<file path="src/rtl/windowed_moving_average_3axis_assert.svh">
// Assertion macros for the windowed three-axis moving average.
// Expects i_clk and i_rst_n in the scope that uses them.
`ifndef WINDOWED_MOVING_AVERAGE_3AXIS_ASSERT_SVH
`define WINDOWED_MOVING_AVERAGE_3AXIS_ASSERT_SVH

// Check that cons holds in the same cycle as ante.
`define WMA3_CHECK(lbl, ante, cons, msg) \
    lbl: assert property (@(posedge i_clk) disable iff (!i_rst_n) (ante) |-> (cons)) \
        else $error(msg);

// Check that cons holds in the cycle after ante.
`define WMA3_CHECK_NEXT(lbl, ante, cons, msg) \
    lbl: assert property (@(posedge i_clk) disable iff (!i_rst_n) (ante) |=> (cons)) \
        else $error(msg);

`endif

</file>
<file path="src/rtl/wma3_pkg.sv">
// Shared widths, constants and the ring entry type of the moving average block.
// No dependencies.
`timescale 1ns / 1ps

package wma3_pkg;

    localparam int RING_WINDOWS = 8;
    localparam int RING_AW      = $clog2(RING_WINDOWS);
    localparam int FILL_W       = $clog2(RING_WINDOWS + 1);

    localparam int SMP_W     = 16;
    localparam int AVG_W     = 16;
    localparam int SUM_W     = 32;
    localparam int CNT_W     = 16;
    localparam int TICK_W    = 26;
    localparam int OUT_CNT_W = 19;

    // Totals over the whole ring
    localparam int TOT_W  = SUM_W + RING_AW;
    localparam int TOTC_W = CNT_W + RING_AW;

    localparam logic [CNT_W-1:0]  COUNT_MAX        = '1;
    localparam logic [TICK_W-1:0] TICK_MAX         = '1;
    localparam logic [TICK_W-1:0] WINDOW_TICKS_RST = TICK_W'(1000000);

    typedef struct packed {
        logic signed [SUM_W-1:0] sum_x;
        logic signed [SUM_W-1:0] sum_y;
        logic signed [SUM_W-1:0] sum_z;
        logic        [CNT_W-1:0] count;
    } t_ring_entry;

    localparam int ENTRY_W = $bits(t_ring_entry);

endpackage

</file>
<file path="src/rtl/wma3_ring_ram.sv">
// Simple dual-port ring memory: one write port, one registered read port.
// Generic; no package dependencies.
`timescale 1ns / 1ps

module wma3_ring_ram #(
    parameter int DEPTH = 8,
    parameter int WIDTH = 112
) (
    input  logic                     i_clk,
    input  logic                     i_we,
    input  logic [$clog2(DEPTH)-1:0] i_waddr,
    input  logic [WIDTH-1:0]         i_wdata,
    input  logic                     i_re,
    input  logic [$clog2(DEPTH)-1:0] i_raddr,
    output logic [WIDTH-1:0]         o_rdata
);

    logic [WIDTH-1:0] r_mem [DEPTH];
    logic [WIDTH-1:0] r_rdata;

    always_ff @(posedge i_clk) begin
        if (i_we) begin
            r_mem[i_waddr] <= i_wdata;
        end
        if (i_re) begin
            r_rdata <= r_mem[i_raddr];
        end
    end

    assign o_rdata = r_rdata;

endmodule

</file>
<file path="src/rtl/wma3_div.sv">
// Serial signed-by-unsigned divider, one quotient bit per cycle, truncating toward zero.
// Depends on wma3_pkg for the total and average widths.
`timescale 1ns / 1ps

module wma3_div
    import wma3_pkg::*;
(
    input  logic                    i_clk,
    input  logic                    i_rst_n,
    input  logic                    i_start,
    input  logic signed [TOT_W-1:0] i_dividend,
    input  logic [TOTC_W-1:0]       i_divisor,
    output logic                    o_done,
    output logic signed [AVG_W-1:0] o_quot
);

    localparam int STEP_W = $clog2(TOT_W + 1);

    logic [TOTC_W-1:0] r_rem;
    logic [TOT_W-1:0]  r_quo;
    logic [TOTC_W-1:0] r_div;
    logic              r_neg;
    logic              r_zero;
    logic [STEP_W-1:0] r_cnt;
    logic              r_busy;
    logic              r_done;

    logic [TOTC_W:0]   w_rem_sh;
    logic              w_ge;
    logic [TOTC_W:0]   w_rem_nx;
    logic [TOT_W-1:0]  w_mag;
    logic [AVG_W-1:0]  w_q;

    assign w_mag    = i_dividend[TOT_W-1] ? TOT_W'(-i_dividend) : TOT_W'(i_dividend);
    assign w_rem_sh = {r_rem, r_quo[TOT_W-1]};
    assign w_ge     = w_rem_sh >= {1'b0, r_div};
    assign w_rem_nx = w_ge ? (w_rem_sh - {1'b0, r_div}) : w_rem_sh;

    always_ff @(posedge i_clk) begin
        if (!i_rst_n) begin
            r_busy <= 1'b0;
            r_done <= 1'b0;
            r_cnt  <= '0;
        end else if (i_start) begin
            r_busy <= 1'b1;
            r_done <= 1'b0;
            r_cnt  <= STEP_W'(TOT_W);
        end else if (r_busy) begin
            r_cnt <= r_cnt - 1'b1;
            if (r_cnt == STEP_W'(1)) begin
                r_busy <= 1'b0;
                r_done <= 1'b1;
            end
        end
    end

    always_ff @(posedge i_clk) begin
        if (i_start) begin
            r_rem  <= '0;
            r_quo  <= w_mag;
            r_div  <= i_divisor;
            r_neg  <= i_dividend[TOT_W-1];
            r_zero <= (i_divisor == '0);
        end else if (r_busy) begin
            // remainder stays below a nonzero divisor, so the top bit is then clear
            r_rem <= w_rem_nx[TOTC_W-1:0];
            r_quo <= {r_quo[TOT_W-2:0], w_ge};
        end
    end

    assign w_q    = r_quo[AVG_W-1:0];
    assign o_done = r_done;
    assign o_quot = r_zero ? '0 : (r_neg ? AVG_W'(-w_q) : AVG_W'(w_q));

endmodule

</file>
<file path="src/rtl/windowed_moving_average_3axis.sv">
// Top level of the windowed three-axis moving average.
// Depends on wma3_pkg, wma3_ring_ram, wma3_div and the assertion macro header.
`timescale 1ns / 1ps
`include "windowed_moving_average_3axis_assert.svh"

// Usage
//   Input channel (i_valid / o_ready): i_mode = 1 is a one-microsecond tick,
//   i_mode = 0 carries a sample on i_sample_x/y/z. A sample that arrives once
//   the tick count exceeds the window length closes the open window.
//   Output channel (o_valid / i_ready): one item per close once the ring of
//   RING_WINDOWS closed windows is full: the truncated per-axis mean over the
//   ring (not counting the closing window) and the sample count behind it.
//   Ticks, samples that do not close a window and closes into a ring that is
//   not yet full are taken in S_IDLE, so o_ready stays high.
//   A close into a full ring reads the oldest window from the ring memory,
//   retires it in S_RETIRE, adds the closing window in S_ADD and runs three
//   serial dividers of TOT_W steps (one quotient bit per cycle); the result
//   is registered in S_DIV once the dividers are done and the output
//   register is free, and o_ready drops until then.
//   The output register holds its item while i_ready is low; a new input is
//   taken meanwhile, and a later result waits for the register to empty.
//   Reset (i_rst_n low, synchronous) empties the open window, ring and totals
//   and sets the window length to 1000000 ticks. i_cfg_we writes it at once.
module windowed_moving_average_3axis
    import wma3_pkg::*;
(
    input  logic                        i_clk,
    input  logic                        i_rst_n,
    input  logic                        i_cfg_we,
    input  logic [TICK_W-1:0]           i_cfg_wdata,
    input  logic                        i_valid,
    output logic                        o_ready,
    input  logic                        i_mode,
    input  logic signed [SMP_W-1:0]     i_sample_x,
    input  logic signed [SMP_W-1:0]     i_sample_y,
    input  logic signed [SMP_W-1:0]     i_sample_z,
    output logic                        o_valid,
    input  logic                        i_ready,
    output logic signed [AVG_W-1:0]     o_avg_x,
    output logic signed [AVG_W-1:0]     o_avg_y,
    output logic signed [AVG_W-1:0]     o_avg_z,
    output logic [OUT_CNT_W-1:0]        o_total_samples
);

    typedef enum logic [1:0] {
        S_IDLE,
        S_RETIRE,
        S_ADD,
        S_DIV
    } t_state;

    t_state                  r_state,   n_state;
    logic [TICK_W-1:0]       r_window_ticks;
    logic signed [SUM_W-1:0] r_open_x,  n_open_x;
    logic signed [SUM_W-1:0] r_open_y,  n_open_y;
    logic signed [SUM_W-1:0] r_open_z,  n_open_z;
    logic [CNT_W-1:0]        r_open_cnt, n_open_cnt;
    logic [TICK_W-1:0]       r_elapsed, n_elapsed;
    logic [FILL_W-1:0]       r_fill,    n_fill;
    logic [RING_AW-1:0]      r_oldest,  n_oldest;
    logic signed [TOT_W-1:0] r_tot_x,   n_tot_x;
    logic signed [TOT_W-1:0] r_tot_y,   n_tot_y;
    logic signed [TOT_W-1:0] r_tot_z,   n_tot_z;
    logic [TOTC_W-1:0]       r_tot_cnt, n_tot_cnt;
    t_ring_entry             r_close,   n_close;
    logic [TOTC_W-1:0]       r_emit_cnt, n_emit_cnt;
    logic                    r_out_valid, n_out_valid;
    logic signed [AVG_W-1:0] r_avg_x,   n_avg_x;
    logic signed [AVG_W-1:0] r_avg_y,   n_avg_y;
    logic signed [AVG_W-1:0] r_avg_z,   n_avg_z;
    logic [OUT_CNT_W-1:0]    r_out_cnt, n_out_cnt;

    logic                    w_take;
    logic                    w_sample;
    logic                    w_tick;
    logic                    w_close;
    logic                    w_full;
    t_ring_entry             w_acc;
    logic [FILL_W:0]         w_slot_sum;
    logic [RING_AW-1:0]      w_append_slot;
    logic [RING_AW-1:0]      w_oldest_inc;

    logic                    w_ram_we;
    logic [RING_AW-1:0]      w_ram_waddr;
    t_ring_entry             w_ram_wdata;
    logic                    w_ram_re;
    logic [ENTRY_W-1:0]      w_ram_rdata;
    t_ring_entry             w_old;

    logic                    w_div_start;
    logic                    w_done_x, w_done_y, w_done_z;
    logic signed [AVG_W-1:0] w_quot_x, w_quot_y, w_quot_z;

    assign o_ready  = (r_state == S_IDLE);
    assign w_take   = i_valid & o_ready;
    assign w_sample = w_take & ~i_mode;
    assign w_tick   = w_take & i_mode;
    assign w_close  = w_sample && (r_elapsed > r_window_ticks);
    assign w_full   = (r_fill == FILL_W'(RING_WINDOWS));
    assign w_old    = t_ring_entry'(w_ram_rdata);

    // Open window with the current sample folded in; hold once the count saturates
    always_comb begin
        w_acc.sum_x = r_open_x;
        w_acc.sum_y = r_open_y;
        w_acc.sum_z = r_open_z;
        w_acc.count = r_open_cnt;
        if (r_open_cnt != COUNT_MAX) begin
            w_acc.sum_x = r_open_x + SUM_W'(i_sample_x);
            w_acc.sum_y = r_open_y + SUM_W'(i_sample_y);
            w_acc.sum_z = r_open_z + SUM_W'(i_sample_z);
            w_acc.count = r_open_cnt + 1'b1;
        end
    end

    // Ring slot arithmetic; the sum stays below twice the depth
    assign w_slot_sum    = (FILL_W + 1)'(r_oldest) + (FILL_W + 1)'(r_fill);
    assign w_append_slot = (w_slot_sum >= (FILL_W + 1)'(RING_WINDOWS))
                         ? RING_AW'(w_slot_sum - (FILL_W + 1)'(RING_WINDOWS))
                         : RING_AW'(w_slot_sum);
    assign w_oldest_inc  = (r_oldest == RING_AW'(RING_WINDOWS - 1))
                         ? '0 : r_oldest + 1'b1;

    always_comb begin
        n_state     = r_state;
        n_open_x    = r_open_x;
        n_open_y    = r_open_y;
        n_open_z    = r_open_z;
        n_open_cnt  = r_open_cnt;
        n_elapsed   = r_elapsed;
        n_fill      = r_fill;
        n_oldest    = r_oldest;
        n_tot_x     = r_tot_x;
        n_tot_y     = r_tot_y;
        n_tot_z     = r_tot_z;
        n_tot_cnt   = r_tot_cnt;
        n_close     = r_close;
        n_emit_cnt  = r_emit_cnt;
        n_out_valid = r_out_valid;
        n_avg_x     = r_avg_x;
        n_avg_y     = r_avg_y;
        n_avg_z     = r_avg_z;
        n_out_cnt   = r_out_cnt;
        w_ram_we    = 1'b0;
        w_ram_waddr = r_oldest;
        w_ram_wdata = r_close;
        w_ram_re    = 1'b0;
        w_div_start = 1'b0;

        if (r_out_valid && i_ready) begin
            n_out_valid = 1'b0;
        end

        case (r_state)
            S_IDLE: begin
                if (w_tick && (r_elapsed != TICK_MAX)) begin
                    n_elapsed = r_elapsed + 1'b1;
                end
                if (w_sample) begin
                    if (!w_close) begin
                        n_open_x   = w_acc.sum_x;
                        n_open_y   = w_acc.sum_y;
                        n_open_z   = w_acc.sum_z;
                        n_open_cnt = w_acc.count;
                    end else begin
                        n_open_x   = '0;
                        n_open_y   = '0;
                        n_open_z   = '0;
                        n_open_cnt = '0;
                        n_elapsed  = '0;
                        if (w_full) begin
                            // fetch the oldest window and divide the current totals
                            n_close     = w_acc;
                            n_emit_cnt  = r_tot_cnt;
                            w_ram_re    = 1'b1;
                            w_div_start = 1'b1;
                            n_state     = S_RETIRE;
                        end else begin
                            w_ram_we    = 1'b1;
                            w_ram_waddr = w_append_slot;
                            w_ram_wdata = w_acc;
                            n_tot_x     = r_tot_x + TOT_W'(w_acc.sum_x);
                            n_tot_y     = r_tot_y + TOT_W'(w_acc.sum_y);
                            n_tot_z     = r_tot_z + TOT_W'(w_acc.sum_z);
                            n_tot_cnt   = r_tot_cnt + TOTC_W'(w_acc.count);
                            n_fill      = r_fill + 1'b1;
                        end
                    end
                end
            end
            S_RETIRE: begin
                n_tot_x   = r_tot_x - TOT_W'(w_old.sum_x);
                n_tot_y   = r_tot_y - TOT_W'(w_old.sum_y);
                n_tot_z   = r_tot_z - TOT_W'(w_old.sum_z);
                n_tot_cnt = r_tot_cnt - TOTC_W'(w_old.count);
                n_state   = S_ADD;
            end
            S_ADD: begin
                w_ram_we  = 1'b1;
                n_tot_x   = r_tot_x + TOT_W'(r_close.sum_x);
                n_tot_y   = r_tot_y + TOT_W'(r_close.sum_y);
                n_tot_z   = r_tot_z + TOT_W'(r_close.sum_z);
                n_tot_cnt = r_tot_cnt + TOTC_W'(r_close.count);
                n_oldest  = w_oldest_inc;
                n_state   = S_DIV;
            end
            S_DIV: begin
                // hold the result until all three dividers are done and the output register is free
                if (w_done_x && w_done_y && w_done_z && (!r_out_valid || i_ready)) begin
                    n_avg_x     = w_quot_x;
                    n_avg_y     = w_quot_y;
                    n_avg_z     = w_quot_z;
                    n_out_cnt   = OUT_CNT_W'(r_emit_cnt);
                    n_out_valid = 1'b1;
                    n_state     = S_IDLE;
                end
            end
            default: begin
                n_state = S_IDLE;
            end
        endcase
    end

    always_ff @(posedge i_clk) begin
        if (!i_rst_n) begin
            r_state        <= S_IDLE;
            r_window_ticks <= WINDOW_TICKS_RST;
            r_open_x       <= '0;
            r_open_y       <= '0;
            r_open_z       <= '0;
            r_open_cnt     <= '0;
            r_elapsed      <= '0;
            r_fill         <= '0;
            r_oldest       <= '0;
            r_tot_x        <= '0;
            r_tot_y        <= '0;
            r_tot_z        <= '0;
            r_tot_cnt      <= '0;
            r_out_valid    <= 1'b0;
        end else begin
            r_state     <= n_state;
            r_open_x    <= n_open_x;
            r_open_y    <= n_open_y;
            r_open_z    <= n_open_z;
            r_open_cnt  <= n_open_cnt;
            r_elapsed   <= n_elapsed;
            r_fill      <= n_fill;
            r_oldest    <= n_oldest;
            r_tot_x     <= n_tot_x;
            r_tot_y     <= n_tot_y;
            r_tot_z     <= n_tot_z;
            r_tot_cnt   <= n_tot_cnt;
            r_out_valid <= n_out_valid;
            if (i_cfg_we) begin
                r_window_ticks <= i_cfg_wdata;
            end
        end
    end

    always_ff @(posedge i_clk) begin
        r_close    <= n_close;
        r_emit_cnt <= n_emit_cnt;
        r_avg_x    <= n_avg_x;
        r_avg_y    <= n_avg_y;
        r_avg_z    <= n_avg_z;
        r_out_cnt  <= n_out_cnt;
    end

    wma3_ring_ram #(
        .DEPTH (RING_WINDOWS),
        .WIDTH (ENTRY_W)
    ) u_ring (
        .i_clk   (i_clk),
        .i_we    (w_ram_we),
        .i_waddr (w_ram_waddr),
        .i_wdata (w_ram_wdata),
        .i_re    (w_ram_re),
        .i_raddr (r_oldest),
        .o_rdata (w_ram_rdata)
    );

    wma3_div u_div_x (
        .i_clk      (i_clk),
        .i_rst_n    (i_rst_n),
        .i_start    (w_div_start),
        .i_dividend (r_tot_x),
        .i_divisor  (r_tot_cnt),
        .o_done     (w_done_x),
        .o_quot     (w_quot_x)
    );

    wma3_div u_div_y (
        .i_clk      (i_clk),
        .i_rst_n    (i_rst_n),
        .i_start    (w_div_start),
        .i_dividend (r_tot_y),
        .i_divisor  (r_tot_cnt),
        .o_done     (w_done_y),
        .o_quot     (w_quot_y)
    );

    wma3_div u_div_z (
        .i_clk      (i_clk),
        .i_rst_n    (i_rst_n),
        .i_start    (w_div_start),
        .i_dividend (r_tot_z),
        .i_divisor  (r_tot_cnt),
        .o_done     (w_done_z),
        .o_quot     (w_quot_z)
    );

    assign o_valid         = r_out_valid;
    assign o_avg_x         = r_avg_x;
    assign o_avg_y         = r_avg_y;
    assign o_avg_z         = r_avg_z;
    assign o_total_samples = r_out_cnt;

    `WMA3_CHECK(a_fill_bound, 1'b1, r_fill <= FILL_W'(RING_WINDOWS), "ring fill beyond depth")
    `WMA3_CHECK(a_oldest_before_full, !w_full, r_oldest == '0, "oldest moved before ring full")
    `WMA3_CHECK(a_busy_only_full, r_state != S_IDLE, w_full, "retire sequence with ring not full")
    `WMA3_CHECK(a_div_lockstep, 1'b1, {w_done_y, w_done_z} == {2{w_done_x}}, "dividers apart")
    `WMA3_CHECK_NEXT(a_full_close_fetch, w_close && w_full, r_state == S_RETIRE, "no fetch")
    `WMA3_CHECK(a_emit_count, o_valid, o_total_samples != '0, "result over empty ring")

endmodule
</file>
<file path="config.mk">
export PLATFORM = sky130hd
export DESIGN_NAME = windowed_moving_average_3axis
export DESIGN_NICKNAME = d
export VERILOG_FILES = /design/src/rtl/wma3_pkg.sv /design/src/rtl/wma3_ring_ram.sv /design/src/rtl/wma3_div.sv /design/src/rtl/windowed_moving_average_3axis.sv
export VERILOG_INCLUDE_DIRS = /design/src /design/src/rtl
export SDC_FILE = /design/constraint.sdc
export NUM_CORES = 2
export LEC_CHECK = 0
export BUFFER_PORTS_ARGS = -buffer_cell sky130_fd_sc_hd__buf_2
export CAP_MARGIN = 20
export CELL_PAD_IN_SITES_DETAIL_PLACEMENT = 1
export CELL_PAD_IN_SITES_GLOBAL_PLACEMENT = 1
export CORE_MARGIN = 2
export CORE_UTILIZATION = 40
export DETAILED_ROUTE_END_ITERATION = 16
export PLACE_DENSITY_LB_ADDON = 0.15
export SLEW_MARGIN = 0
export SYNTH_ARGS = -nofsm -noshare
export SYNTH_HDL_FRONTEND = slang
export SYNTH_SLANG_ARGS = --single-unit
</file>
<file path="constraint.sdc">
create_clock -name i_clk -period 10.3 [get_ports i_clk]
set_input_delay 0 -clock i_clk [delete_from_list [all_inputs] [get_ports i_clk]]
set_output_delay 0 -clock i_clk [all_outputs]
set_load 0.02 [all_outputs]
</file>
# Yosys cells after proc, flatten, opt, wreduce, memory -nomap -nowiden
# Memory sizes are Yosys's and may differ from the RTL's. A register that Yosys moved wholly into a read port is not among the register bits.
# Index checks and enable logic that the tools add are counted.
# op_classes
add_sub_neg	33
order_cmp	5
n_eq_ne	15
mux	82
bitwise	6
n_reduce_logical	24
# ops
op	n
2-to-1 mux 35 bit	18
2-to-1 mux 112 bit	5
case mux 35 bit (3 select lines)	3
adder 35 x 32 -> 35 bit	6
2-to-1 mux 19 bit	6
negator 35 bit	3
subtractor 35 x 32 -> 35 bit	3
adder 32 x 16 -> 32 bit	3
2-to-1 mux 32 bit	3
2-to-1 mux 26 bit	3
2-to-1 mux 16 bit	4
greater-or-equal comparator 20 x 19 -> 1 bit	3
case mux 19 bit (3 select lines)	1
subtractor 19 bit	3
negator 16 bit	3
adder 19 x 16 -> 19 bit	2
2-to-1 mux 6 bit	6
adder 26 x 1 -> 26 bit, second input constant	1
> comparator 26 bit	1
!= test 26 bit, second input constant	1
2-to-1 mux 1 bit	21
logical NOT 19 bit	1
subtractor 19 x 16 -> 19 bit	1
== test 6 x 1 -> 1 bit, second input constant	3
other kinds (29)	61
# totals
register_bits	705
mem_bits_rw	896
elab_cells	212
mem_count	1
# memory_table
memory	depth	width	rd	rd_clocked_by_memory_dff	wr	line	text
u_ring.r_mem	8	112	1	1	1	wma3_ring_ram.sv:18	logic [WIDTH-1:0] r_mem [DEPTH];

# Logic depth before layout (Yosys ltp)
# depth
depth_word	9
mapped_depth	26
mapped_depth_nobuf	26

# Modules after synthesis
# From an unflattened synthesis, not the netlist that was laid out.
# unflattened
hier_cells	7367
area_unflattened_um2	87964.4
# by_module_without_submodules
mod	instances	cells_per_inst	area_each_um2	seq_area_each_um2
wma3_ring_ram	1	1419	37275.8	30269.0
windowed_moving_average_3axis	1	4134	34231.6	11911.4
wma3_div at u_div_x ...	2	615	5554.1	2222.1
wma3_div at u_div_z	1	584	5348.9	2222.1

# Least setup slack after synthesis
# No wires, ideal clock.
# synth_path
kind	reg2reg
startpoint	reg r_window_ticks[3]
endpoint	mem u_ring.r_mem[4][0] (enable)
setup_time_ps	585
t_arrival_ps	7382
t_required_ps	9715
setup_slack_ps	2333
path_stages_with_launch	14
n_path_buf	0
synth_period_minus_slack_ps	7967
cell_sequence	dfxtp_1 -> inv_1 -> ha_1 -> a21o_1 -> a21o_1 -> a221o_1 -> a221oi_1 -> a2bb2oi_1 -> a31oi_2 -> nand2_1 -> nand2_1 -> o32a_1 -> o21a_1 -> nor2_1
# synth_via
elab_chain_cells	7
elab_cells_between_ends	10
classes_between	order compare: 1; mux: 8; reduce/logical: 1
# synth_rtl
element	line	text
start: declaration	windowed_moving_average_3axis.sv:53	logic [TICK_W-1:0] r_window_ticks;
start signal: assignment	windowed_moving_average_3axis.sv:255	r_window_ticks <= i_cfg_wdata;
> comparator 26 bit *	windowed_moving_average_3axis.sv:98	assign w_close = w_sample && (r_elapsed > r_window_ticks);
logical AND 1 bit *	windowed_moving_average_3axis.sv:98	
2-to-1 mux 1 bit	windowed_moving_average_3axis.sv:160	if (!w_close) begin
2-to-1 mux 1 bit	windowed_moving_average_3axis.sv:159	if (w_sample) begin
case mux 1 bit (2 select lines)	windowed_moving_average_3axis.sv:154	case (r_state)
2-to-1 mux 1 bit	wma3_ring_ram.sv:22	if (i_we) begin
2-to-1 mux 1 bit (not written as such)	wma3_ring_ram.sv:23	r_mem[i_waddr] <= i_wdata;
end: declaration	wma3_ring_ram.sv:18	
# Mark *: on every way between the ends. The rest lies on a longest branch, timed or not.

==> metrics.md <==
| Metric | Value |
|---|---|
| Outcome | finished clean |
| Yosys reg bits | 1713 |
| Rows | 169 |
| Rel. slew slack | 0.225 |
| Clock sink count | 1713 |
| Yosys Warn Count | 0 |
| Wire per inst | 23.8 um |
| Final min period | 6.37 ns |
| Initial Util | 0.402 |
| Number of H-tree levels | 4 |
| Layout cells sized above 1 | 0.108 |
| Hold Startpoint | i_sample_x[14] |
| Worst EP required | 11.02 ns |
| PD cells | 163 nW/um^2 |
| Vias in the first global route | 62597 |
| Sum of negative setup slack | 0 ns |
| Syn_nets | 7882 |
| Hold Crit Class | in2reg |
| Synth area leaders | edfxtp_1, dfxtp_1, mux4_2 |
| Power Total | 15.9 mW |
| Critical path capture point type | flop |
| Via/cell ratio | 5.67 |
| Die area | 216000 um^2 |
| Global-route usage over all layers | 0.232 |
| Area of the mapped netlist | 85100 um^2 |
| Final instance area | 97100 um^2 |
| Largest net degree at the start of global routing | 148 |
| Number of antenna violations at the first check in global routing | 9 |
| Bufs on Longest Clock Path | 3 |
| CP max FO | 33 |
| Global-route wire length before repair | 386000 um |
| Final HPWL from detailed placement | 166000 um |
| NetSw | 3.87 mW |
| Area post-placement | 89000 um^2 |
| Switching Fraction | 0.244 |
| Seq pwr share | 0.472 |
| Reg2reg start | r_open_cnt[4]$_SDFFE_PN0P_ |
| Num CTS Buffers | 191 |
| Final setup fails | 0 |
| Synth Area per Inst | 11.4 um^2 |
| Unrepaired setup endpoints after global routing | no |
| Post-synth ARST share | 0 |
| Critical Path Source | r_open_cnt[4]$_SDFFE_PN0P_ |
| Yosys cell types | 99 |
| Int Pwr | 12.0 mW |
| Combinational power share | 0.085 |
| Routed wire length | 254000 um |
| Total of max-cap violations | 0 |
| Clk slew on worst S/H paths | 0.06 ns |
| Worst slew pin tran | 1.15 ns |
| Ys flop type | edfxtp_1 |
| DRC Markers | 0 |
| Total core area | 212000 um^2 |
| Area fraction of the dominant cell type after synthesis | 0.471 |
| Worst-Skew Late Latency | 0.86 ns |
| Final period util | 0.619 |
| IO Port Bufs | 148 |
| Crit start category | flop |
| Layout area overhead | 14.0% |
| Leakage power | 36.0 nW |
| GRT overflow | 0 |
| Post-Syn Instances | 7465 |
| F_max | 157 MHz |
| Routability cong. | 0.850 |
| Leading area contributor after synthesis | edfxtp_1 |
| WS Path Type | reg2reg |
| CTS tree | built |
| Register area share after synthesis | 0.560 |
| Die Y-Extent | 465 um |
| Top-level I/O count | 149 |
| Via Count | 60586 |
| Number of flops mapped to enable cells by yosys | 1334 |
| Final-layout fill cell count | 22445 |
| Die Wd | 465 um |
| Final Hold Viols | 0 |
| DRT antenna net count | 0 |
| DRT iter0 DRCs | 4192 |
| Skew final | 0.0641 ns |
| Setup bufs post-CTS | 0 |
| DRT Pass-1 Iters | 6 |
| CTS root buffer | clkbuf_16 |
| Clock power share | 0.443 |
| Slew Viols, Final | 0 |
| Peak VDD IR | 0.144 mV |
| Final Net Count | 8100 |
| Worst EP arrival | 7.09 ns |
[routing by layer]
layer,up-vias,GRT usage,share of wire
met2,1325,0.377,0.47
li1,28052,-,-
met3,356,0.0403,0.053
met4,2,0.0675,0.027
met5,-,0,0.000043
met1,30851,0.319,0.45
[metrics by stage]
step                      hold WS [ns]  instances  utilization  worst slack [ns]
after detailed placement         0.225      10159        0.420              4.04
after global placement           0.220      10158        0.420              4.15
after floorplan                  0.130       7465            -              2.33
after CTS                      0.00270      10664        0.457              4.02
final                           0.0540      10678        0.458              3.93
after global routing            0.0664      10675        0.458              3.51
[placed cells by master (no fill, tap or decap), types with 49 or more instances in the layout]
cell type and instances:
a21oi_1 493, nand3_1 133, buf_4 77, a221oi_1 95, edfxtp_1 1334, mux2i_1 78
inv_1 180, xor2_1 268, nand2_1 1248, dlygate4sd3_1 143, o31ai_1 55, a22oi_1 57
nor3_1 88, o21ai_0 388, nand4_1 49, ha_1 323, dfxtp_1 376, xnor2_1 232
a21o_1 126, clkbuf_16 194, mux4_2 225, or3_1 66, buf_2 148, a211oi_1 52
nor2_1 587
[power by group through the flow]
| stage | Sequential [mW] | Combinational (mW) | Clock (mW) |
|---|---|---|---|
| 6_report | 7.48 | 1.34 | 7.03 |
| 3_3_place_gp | 7.63 | 1.25 | 0 |
| 3_5_place_dp | 7.63 | 1.27 | 0 |
| 4_1_cts | 7.48 | 1.33 | 7.18 |
| 5_1_grt | 7.49 | 1.50 | 7.43 |
| 2_1_floorplan | 7.61 | 0.925 | 0 |
[cell type report]
type / count / area, um^2 / share of cell area
Antenna cell: 5 / 12.5 / 0.000129
Clock buffer: 241 / 5120 / 0.0528
Clock inverter: 121 / 1360 / 0.0140
Inverter: 187 / 728 / 0.00750
Multi-Input combinational cell: 5206 / 35600 / 0.367
Sequential cell: 1713 / 47700 / 0.491
Tap cell: 2821 / 3530 / 0.0364
Timing Repair Buffer: 384 / 3030 / 0.0312
[state kept, by name (all words and copies together) (netlist names), 19 cells and up]
register / flops
o_total_samples: 19
r_close: 112
r_elapsed: 26
r_emit_cnt: 19
r_open_x: 32
r_open_y: 32
r_open_z: 32
r_tot_cnt: 19
r_tot_x: 35
r_tot_y: 35
r_tot_z: 35
r_window_ticks: 26
u_div_x.r_quo: 35
u_div_x.r_rem: 19
u_div_y.r_div: 19
u_div_y.r_quo: 35
u_div_y.r_rem: 19
u_div_z.r_quo: 35
u_div_z.r_rem: 19
u_ring.o_rdata: 112
u_ring.r_mem: 896
[final timing paths]
path / cells after the start / endpoint / slack (ns)
setup / recovery: 20 / r_tot_x[21]$_SDFFE_PN0P_ / 3.93
hold / removal: 7 / r_open_x[16]$_SDFFE_PN0P_ / 0.05
setup reg to reg: 20 / r_tot_x[21]$_SDFFE_PN0P_ / 3.93
hold reg to reg: 0 / o_total_samples[9]$_DFFE_PP_ / 0.42
[what timing repair did]
| item | in CTS | in global routing |
|---|---|---|
| hold endpoints to repair | 163 | 0 |
| hold buffers | 143 | 0 |
| resized for setup | 0 | 0 |
[synthesized netlist by cell type, drive strengths merged (48+ instances only)]
master	number
inv	186
nor3	91
nor2	598
mux4	225
a211oi	52
xnor2	232
nand3	133
a221oi	95
a21o	128
clkbuf	287
or3	68
mux2i	78
o31ai	56
dfxtp	379
a22oi	57
edfxtp	1334
o21ai	394
nand4	50
nor4	48
buf	72
xor2	268
nand2	1252
ha	326
a21oi	498
[cells by family (layout without fill, tap and decap cells)]
logic type                 after synthesis  in the layout  share of synthesized area
AOI/OAI and AO/OA                     1573           1573                      0.116
xor gates and xnor gates               500            500                     0.0515
adders and majority gates              337            337                     0.0505
buffers and inverters                  546            933                     0.0243
DFF                                   1713           1713                      0.560
muxes                                  317            317                     0.0706
other                                    0              5                          0
and+or+nand+nor                       2479           2479                      0.127
[worst max-delay path, stage by stage, from the launching register on]
cell       delay, ns
dfxtp_1         0.44
and4_1          0.30
nand4_2         0.19
or2_1           0.32
or3_4           0.54
buf_4           0.31
a21oi_1         0.35
nor2_1          0.08
a21oi_1         0.55
ha_1            0.36
a21o_1          0.18
a21oi_1         0.28
o21ai_0         0.20
a2111oi_0       0.64
nor4b_1         0.21
or2_2           0.36
a31o_2          0.29
a31oi_1         0.25
o21bai_1        0.12
xnor2_1         0.16
o21ai_0         0.09
Note: power is estimated with default switching activity, not from simulation.
